<file path="config.mk">
export PLATFORM = sky130hd
export DESIGN_NAME = header_hunt_crc16_frame_receiver_top
export DESIGN_NICKNAME = d
export VERILOG_FILES = /design/src/rtl/hhcrc_pkg.sv /design/src/rtl/hhcrc_core.sv /design/src/rtl/hhcrc_out_buf.sv /design/src/rtl/header_hunt_crc16_frame_receiver_top.sv
export SDC_FILE = /design/constraint.sdc
export NUM_CORES = 1
export LEC_CHECK = 0
export ABC_AREA = 0
export BUFFER_PORTS_ARGS = -buffer_cell sky130_fd_sc_hd__clkbuf_2
export CAP_MARGIN = 20
export CORE_ASPECT_RATIO = 0.75
export CORE_MARGIN = 2
export CORE_UTILIZATION = 58
export DETAILED_ROUTE_END_ITERATION = 6
export HOLD_SLACK_MARGIN = 0.03
export MAX_ROUTING_LAYER = met4
export PLACE_DENSITY_LB_ADDON = 0.25
export SLEW_MARGIN = 20
export SYNTH_ARGS = -nofsm -noshare
export SYNTH_HDL_FRONTEND = slang
export SYNTH_SLANG_ARGS = --single-unit
</file>
<file path="constraint.sdc">
create_clock -name clk -period 3.8 [get_ports clk]
set_input_delay 0.19 -clock clk [delete_from_list [all_inputs] [get_ports clk]]
set_output_delay 0.19 -clock clk [all_outputs]
set_load 0.05 [all_outputs]
</file>
<file path="src/rtl/hhcrc_pkg.sv">
// Package: shared constants, types and the CRC byte step of the frame receiver.
`timescale 1ns / 1ps
`default_nettype none
package hhcrc_pkg;

  localparam int MAX_FRAME    = 128;
  localparam int POS_LIMIT    = 128;
  localparam int LEN_CAP      = (MAX_FRAME > POS_LIMIT) ? POS_LIMIT : MAX_FRAME;
  localparam int LEN_MIN      = 3;

  localparam int BYTE_W       = 8;
  localparam int POS_W        = 7;
  localparam int LEN_W        = 8;
  localparam int CRC_W        = 16;
  localparam int CFG_IDX_W    = 2;
  localparam int CFG_DATA_W   = 16;
  localparam int OUT_DATA_W   = 16;

  localparam logic [CRC_W-1:0]  CRC_POLY        = 16'h8408;
  localparam logic [LEN_W-1:0]  LEN_RESET       = 8'd32;
  localparam logic [BYTE_W-1:0] HEADER_RESET    = 8'hA5;
  localparam logic [CRC_W-1:0]  SEED_RESET      = 16'hFFFF;

  // Configuration register indexes.
  localparam logic [CFG_IDX_W-1:0] CFG_FRAME_LENGTH = 2'd0;
  localparam logic [CFG_IDX_W-1:0] CFG_HEADER_VALUE = 2'd1;
  localparam logic [CFG_IDX_W-1:0] CFG_CRC_SEED     = 2'd2;

  typedef struct packed {
    logic [BYTE_W-1:0] frame_byte;
    logic [POS_W-1:0]  byte_position;
    logic              frame_end;
    logic              frame_good;
  } hhcrc_res_t;

  // One byte of the reflected CRC-16 (same result as the usual 256-entry table).
  function automatic logic [CRC_W-1:0] crc_byte(input logic [CRC_W-1:0] crc,
                                               input logic [BYTE_W-1:0] data);
    logic [CRC_W-1:0] c;
    c = crc ^ {{(CRC_W-BYTE_W){1'b0}}, data};
    for (int b = 0; b < BYTE_W; b++) begin
      if (c[0]) begin
        c = (c >> 1) ^ CRC_POLY;
      end else begin
        c = c >> 1;
      end
    end
    return c;
  endfunction

endpackage
`default_nettype wire

</file>
<file path="src/rtl/hhcrc_core.sv">
// Frame tracker: configuration registers, header hunt, position count and CRC check.
`timescale 1ns / 1ps
`default_nettype none
module hhcrc_core
  import hhcrc_pkg::*;
(
  input  wire                   clk,
  input  wire                   rst_n,
  input  wire                   cfg_wr_en,
  input  wire [CFG_IDX_W-1:0]   cfg_index,
  input  wire [CFG_DATA_W-1:0]  cfg_wdata,
  input  wire                   take,
  input  wire [BYTE_W-1:0]      rx_byte,
  output logic                  push,
  output hhcrc_res_t            res
);

  logic [LEN_W-1:0]  frame_length_r;
  logic [BYTE_W-1:0] header_value_r;
  logic [CRC_W-1:0]  crc_seed_r;

  logic              in_frame_r, in_frame_nxt;
  logic [POS_W-1:0]  pos_r, pos_nxt;
  logic [CRC_W-1:0]  crc_r, crc_nxt;
  logic              low_match_r, low_match_nxt;

  logic [LEN_W-1:0]  len;
  logic [LEN_W-1:0]  pos_inc;
  logic              is_last;
  logic              is_low;

  always_ff @(posedge clk) begin
    if (!rst_n) begin
      frame_length_r <= LEN_RESET;
      header_value_r <= HEADER_RESET;
      crc_seed_r     <= SEED_RESET;
    end else if (cfg_wr_en) begin
      unique case (cfg_index)
        CFG_FRAME_LENGTH: frame_length_r <= cfg_wdata[LEN_W-1:0];
        CFG_HEADER_VALUE: header_value_r <= cfg_wdata[BYTE_W-1:0];
        CFG_CRC_SEED:     crc_seed_r     <= cfg_wdata[CRC_W-1:0];
        default: ;
      endcase
    end
  end

  // Lengths out of range are clamped to the usable window.
  always_comb begin
    if (frame_length_r > LEN_W'(LEN_CAP)) begin
      len = LEN_W'(LEN_CAP);
    end else if (frame_length_r < LEN_W'(LEN_MIN)) begin
      len = LEN_W'(LEN_MIN);
    end else begin
      len = frame_length_r;
    end
  end

  assign pos_inc = {1'b0, pos_r} + LEN_W'(1);
  assign is_last = (pos_inc >= len);
  assign is_low  = ((pos_inc + LEN_W'(1)) == len);

  always_comb begin
    in_frame_nxt  = in_frame_r;
    pos_nxt       = pos_r;
    crc_nxt       = crc_r;
    low_match_nxt = low_match_r;
    push          = 1'b0;
    res.frame_byte    = rx_byte;
    res.byte_position = pos_r;
    res.frame_end     = 1'b0;
    res.frame_good    = 1'b0;
    if (take) begin
      if (!in_frame_r) begin
        if (rx_byte == header_value_r) begin
          push              = 1'b1;
          in_frame_nxt      = 1'b1;
          crc_nxt           = crc_byte(crc_seed_r, rx_byte);
          low_match_nxt     = 1'b0;
          pos_nxt           = POS_W'(1);
          res.byte_position = '0;
        end
      end else begin
        push = 1'b1;
        if (is_last) begin
          res.frame_end  = 1'b1;
          res.frame_good = low_match_r && (rx_byte == crc_r[CRC_W-1:BYTE_W]);
          in_frame_nxt   = 1'b0;
          pos_nxt        = '0;
          crc_nxt        = crc_seed_r;
          low_match_nxt  = 1'b0;
        end else if (is_low) begin
          low_match_nxt = (rx_byte == crc_r[BYTE_W-1:0]);
          pos_nxt       = pos_inc[POS_W-1:0];
        end else begin
          crc_nxt = crc_byte(crc_r, rx_byte);
          pos_nxt = pos_inc[POS_W-1:0];
        end
      end
    end
  end

  always_ff @(posedge clk) begin
    if (!rst_n) begin
      in_frame_r  <= 1'b0;
      pos_r       <= '0;
      crc_r       <= SEED_RESET;
      low_match_r <= 1'b0;
    end else begin
      in_frame_r  <= in_frame_nxt;
      pos_r       <= pos_nxt;
      crc_r       <= crc_nxt;
      low_match_r <= low_match_nxt;
    end
  end

  // The position counter is nonzero exactly while a frame is open.
  a_pos_tracks_frame: assert property (@(posedge clk) disable iff (!rst_n)
    in_frame_r == (pos_r != '0))
    else $error("position count out of step with frame state");

  // A transfer taken while hunting can only open a frame at position zero.
  a_header_pos_zero: assert property (@(posedge clk) disable iff (!rst_n)
    (push && !in_frame_r) |-> (res.byte_position == '0 && !res.frame_end))
    else $error("frame start not at position zero");

  // Closing a frame returns the tracker to hunting on the next cycle.
  a_end_closes: assert property (@(posedge clk) disable iff (!rst_n)
    (push && res.frame_end) |=> !in_frame_r)
    else $error("frame still open after last byte");

endmodule
`default_nettype wire

</file>
<file path="src/rtl/hhcrc_out_buf.sv">
// Output register with a skid stage between the frame tracker and the result stream.
`timescale 1ns / 1ps
`default_nettype none
module hhcrc_out_buf
  import hhcrc_pkg::*;
(
  input  wire         clk,
  input  wire         rst_n,
  input  wire         push,
  input  hhcrc_res_t  push_res,
  output logic        can_take,
  output logic        out_vld,
  input  wire         out_rdy,
  output hhcrc_res_t  out_res
);

  logic       main_vld_r;
  hhcrc_res_t main_r;
  logic       skid_vld_r;
  hhcrc_res_t skid_r;
  logic       pop;

  assign pop      = main_vld_r && out_rdy;
  assign can_take = !skid_vld_r;
  assign out_vld  = main_vld_r;
  assign out_res  = main_r;

  always_ff @(posedge clk) begin
    if (!rst_n) begin
      main_vld_r <= 1'b0;
      skid_vld_r <= 1'b0;
    end else if (!main_vld_r || pop) begin
      main_vld_r <= skid_vld_r || push;
      skid_vld_r <= 1'b0;
    end else if (push) begin
      skid_vld_r <= 1'b1;
    end
  end

  always_ff @(posedge clk) begin
    if (!main_vld_r || pop) begin
      main_r <= skid_vld_r ? skid_r : push_res;
    end else if (push) begin
      skid_r <= push_res;
    end
  end

  // The skid stage only fills behind a held output register.
  a_skid_behind_main: assert property (@(posedge clk) disable iff (!rst_n)
    skid_vld_r |-> main_vld_r)
    else $error("skid stage full while output register empty");

  // A stalled result that was joined by another stays put.
  a_stall_holds: assert property (@(posedge clk) disable iff (!rst_n)
    (main_vld_r && !out_rdy && push) |=> (skid_vld_r && $stable(main_r)))
    else $error("stalled result lost or overwritten");

endmodule
`default_nettype wire

</file>
<file path="src/rtl/header_hunt_crc16_frame_receiver_top.sv">
// Top level of the header-hunting frame receiver with CRC-16/MCRF4XX check.
//
// Channel  | Direction | Handshake             | Contents
// in_      | slave     | in_tvalid/in_tready   | tdata[7:0] rx_byte
// out_     | master    | out_tvalid/out_tready | tdata frame_byte, byte_position;
//          |           |                       | tlast frame_end; tuser frame_good
// cfg_     | write     | cfg_wr_en             | cfg_index, cfg_wdata
//
// One byte is accepted per cycle while in_tready is high; its result is registered.
// The CRC byte step and position compare sit between the input and the output register.
// A two-entry output stage (register plus skid) keeps accepting while a result waits.
// in_tready falls only when both entries are full; bytes dropped while hunting use no entry.
// Synchronous active-low reset returns to hunting with the default configuration.
`timescale 1ns / 1ps
`default_nettype none
module header_hunt_crc16_frame_receiver_top
  import hhcrc_pkg::*;
(
  input  wire                   clk,
  input  wire                   rst_n,
  input  wire                   cfg_wr_en,
  input  wire [CFG_IDX_W-1:0]   cfg_index,
  input  wire [CFG_DATA_W-1:0]  cfg_wdata,
  input  wire                   in_tvalid,
  output logic                  in_tready,
  input  wire [BYTE_W-1:0]      in_tdata,   // [7:0] rx_byte
  output logic                  out_tvalid,
  input  wire                   out_tready,
  output logic [OUT_DATA_W-1:0] out_tdata,  // [7:0] frame_byte, [14:8] byte_position, [15] zero
  output logic                  out_tlast,  // frame_end
  output logic                  out_tuser   // [0] frame_good
);

  logic       take;
  logic       push;
  hhcrc_res_t push_res;
  hhcrc_res_t out_res;

  assign take = in_tvalid && in_tready;

  hhcrc_core u_core (
    .clk       (clk),
    .rst_n     (rst_n),
    .cfg_wr_en (cfg_wr_en),
    .cfg_index (cfg_index),
    .cfg_wdata (cfg_wdata),
    .take      (take),
    .rx_byte   (in_tdata),
    .push      (push),
    .res       (push_res)
  );

  hhcrc_out_buf u_out_buf (
    .clk      (clk),
    .rst_n    (rst_n),
    .push     (push),
    .push_res (push_res),
    .can_take (in_tready),
    .out_vld  (out_tvalid),
    .out_rdy  (out_tready),
    .out_res  (out_res)
  );

  assign out_tdata = {1'b0, out_res.byte_position, out_res.frame_byte};
  assign out_tlast = out_res.frame_end;
  assign out_tuser = out_res.frame_good;

endmodule
`default_nettype wire
</file>
==> results.md <==
* Crit Reg-Reg Startpoint: u_core.pos_r[1]$_SDFFE_PN0P_
* Register clock-pin slew on the reported worst setup and hold paths at 0.06 ns
* Half-perimeter wire length of the detailed placement result at 7957 um
* Share of synthesized flip-flops with an asynchronous set or reset at 0%
* Post-synthesis sequential element count at 93
* Worst setup path endpoint: u_core.crc_r[1]$_SDFFE_PN1P_
* Number of vias in the routed layout at 3744
* Iter 0 DRT Violations at 373
* Die Span X at 111.1 um
* Crit Path Max Fanout at 17
* Startpoint type of the worst setup path: register
* Remaining Overflow, GRT at 0
* Final routed DRC violation total at 0
* Post-layout net count at 591
* Final worst path period share at 89.53%
* Number of failing setup endpoints in the final timing report at 0
* CTS hold repair buffers at 0
* CTS tree: yes
* Peak VDD IR at 0.3255 mV
* Static leakage power at 2.200 nW
* Outcome: finished clean
* Data arrival time of the critical path at 3.64 ns
* Final Routed Wirelength at 10740 um
* Source-to-sink clock delay at the later pin of the worst-skew pair at 0.34 ns
* Capture instance of the worst register-to-register path: u_core.crc_r[1]$_SDFFE_PN1P_
* Yosys top cell by area: dfxtp_1
* Pin count of the biggest net entering global routing at 31
* Kind of end point of the critical path: register
* R2R cell count at 13
* Proportion of layout cells with a drive suffix above 1 at 16.94%
* Area share of the largest cell type after synthesis at 23.66%
* Largest cells by area after synthesis: dfxtp_1 24%, edfxtp_1 20%, xnor2_1 9.5%
* Worst reg2reg setup slack at 0.40 ns
* Buffers inserted by post-CTS timing repair at 0
* Initial cell density of the core at 59.30%
* Inserted Clock Buffers at 9
* Final hold violation count at 0
* Synthesis-to-layout area growth at 10.80%
* Core box area at 8418 um^2
* Setup Crit Path Kind: register to register
* Antenna cells at 0
* Synthesized area per cell at 9.675 um^2
* Worst slack at placement at 0.4420 ns
* Synth Net Count at 557
* Max-slew violations at 0
* Final-layout fill cell count at 695
* Unrepaired setup endpoints after global routing: false
* Worst setup margin at 0.3979 ns
* Max_slew headroom at 38.36%
* Total power divided by cell area at 394.4 nW/um^2
* Per-cell routed wire length at 16.20 um
* Hold crit path type: primary input to register
* Top cells by instance count after synthesis: 74 x nand2_1, 59 x dfxtp_1, 54 x xnor2_1, 37 x nor2_1, 34 x edfxtp_1
* Total Routing Usage GR at 24.53%
* Die area at 9373 um^2
* Slew @ Worst Pin at 0.9246 ns
* Number of synthesis warnings at 0
* Floorplan die height at 84.35 um
* CP startpoint: u_core.pos_r[1]$_SDFFE_PN0P_
* Site Rows at 29
* Number of flops mapped to enable cells by yosys at 34
* Port Buffer Count at 49
* Max Clk Rate at 293.9 MHz
* First drt pass iteration count at 5
* Synth cell types at 60
* Number of global-route vias before repair at 3446
* Post-cts resize count at 0
* First-pass GRT wire length at 17630 um
* Cell with the most instances after synthesis: nand2_1
* Main synth FF type: dfxtp_1
* Minimum clock period after layout at 3.402 ns
* Number of standard cells after synthesis at 516
* Gp weighted congestion at 0.9014
* Register area share after synthesis at 44.11%
* CTS sink cnt at 93
* Number of antenna violations at the first check in global routing at 0
* Antenna-violating nets left at 0
* Required time of the worst setup path at 4.03 ns
* Post-route clock skew at 0.006019 ns
* Netlist area before placement at 4992 um^2
* Maximum buffer depth of the clock tree at 2
* Total number of H-tree levels at 3
* Via density per instance at 5.647
* Aggregate negative setup slack at 0 ns
* Max-capacitance violation count at 0
* Buffer type at the clock tree root: clkbuf_16
* Boundary pin count at 51
[through the flow]
step	std cells	power (mW)	hold slack [ns]	util, %	cell area, um^2
6_report	663	2.181	0.05016	65.71	5532
5_1_grt	663	2.266	0.05786	65.71	5532
4_1_cts	663	2.194	0.04430	65.67	5528
3_5_place_dp	647	1.366	0.4027	62.41	5254
3_3_place_gp	647	1.362	0.3975	62.41	5254
2_1_floorplan	516	1.298	0.2889	-	4992
[report_power, final]
| part | internal, mW | leakage, nW | switching [mW] |
|---|---|---|---|
| sequential | 1.05 | 0.843 | 0.0163 |
| clock | 0.445 | 0.129 | 0.387 |
| combinational | 0.118 | 1.23 | 0.168 |
[flip-flops by register name (all words and copies together), names as in the netlist]
signal,count
u_core.pos_r,7
u_out_buf.skid_r,17
u_core.frame_length_r,8
u_core.crc_seed_r,16
u_out_buf.skid_vld_r,1
u_core.header_value_r,8
u_out_buf.out_res,17
u_core.low_match_r,1
u_out_buf.out_vld,1
u_core.in_frame_r,1
u_core.crc_r,16
[how the worst min path moves through the flow]
stage	cells after the start	end	start
detailed placement	3	u_core.crc_seed_r[10]$_SDFFE_PN1P_	cfg_wdata[10]
global route	3	u_core.crc_seed_r[8]$_SDFFE_PN1P_	cfg_wdata[8]
floorplan	0	u_out_buf.skid_r[10]$_DFFE_PP_	in_tdata[1]
CTS	3	u_core.crc_seed_r[10]$_SDFFE_PN1P_	cfg_wdata[10]
global placement	3	u_core.crc_seed_r[14]$_SDFFE_PN1P_	cfg_wdata[14]
finish	3	u_core.crc_seed_r[10]$_SDFFE_PN1P_	cfg_wdata[10]
[routing by layer]
layer / share of wire [%] / GRT usage, %
met1: 50 / 35.35
met2: 42 / 35.03
met4: 1.1 / 5.612
met5: 0 / -
met3: 7.2 / 6.209
[critical path: stages (launching register included)]
cell	delay (ns)
dfxtp_1	0.46
ha_1	0.36
nand3_2	0.14
xnor2_2	0.26
ha_1	0.29
a21oi_1	0.14
nor2b_1	0.06
a2111oi_0	0.32
o21ai_1	0.27
nand2_1	0.15
buf_4	0.21
nand2_1	0.13
o31a_1	0.34
o22a_1	0.16
[logic make-up (layout without fill, tap and decap cells)]
logic type	after synthesis	in the layout	synth area share, %
other cells	1	1	0.07512
fa+ha+maj	10	10	2.506
mux	25	25	5.213
flops	93	93	44.11
simple gates	180	180	16.87
compound gates	87	87	12.46
xor+xnor	78	78	14.51
buf+inv	42	81	4.261
[final cells by class]
| cell class | count | area [um^2] | share of cell area (%) |
|---|---|---|---|
| Inverter | 7 | 26.28 | 0.4750 |
| Clock inverter | 7 | 48.80 | 0.8822 |
| Clock buffer | 9 | 225.2 | 4.071 |
| Sequential cell | 93 | 2202 | 39.81 |
| Tap cell | 108 | 135.1 | 2.443 |
| Timing Repair Buffer | 58 | 312.8 | 5.655 |
| Multi-Input combinational cell | 381 | 2581 | 46.66 |
[cells in the final DEF (no fill, tap or decap), types with 2 or more instances in the layout]
master / count
o21ai_0: 10
nor2b_1: 8
o22a_1: 10
dfxtp_1: 59
and3b_1: 2
a21oi_2: 2
nand3_2: 2
o22ai_1: 7
clkbuf_2: 49
inv_1: 5
nor3_1: 2
nand4_1: 6
a32oi_1: 3
clkinv_1: 4
a21boi_0: 2
and2b_1: 2
o31a_1: 4
xor2_1: 21
clkbuf_16: 9
nor2_1: 37
a31oi_1: 13
nand2_1: 74
o31ai_1: 2
mux2_2: 8
a21oi_1: 14
ha_1: 10
o32a_1: 4
a22oi_1: 5
mux2i_1: 17
nand2b_1: 11
nand3_1: 23
buf_4: 9
a21o_1: 3
nand3b_1: 2
edfxtp_1: 34
xnor2_1: 54
nor4_1: 2
(Power assumes the default switching activity.)
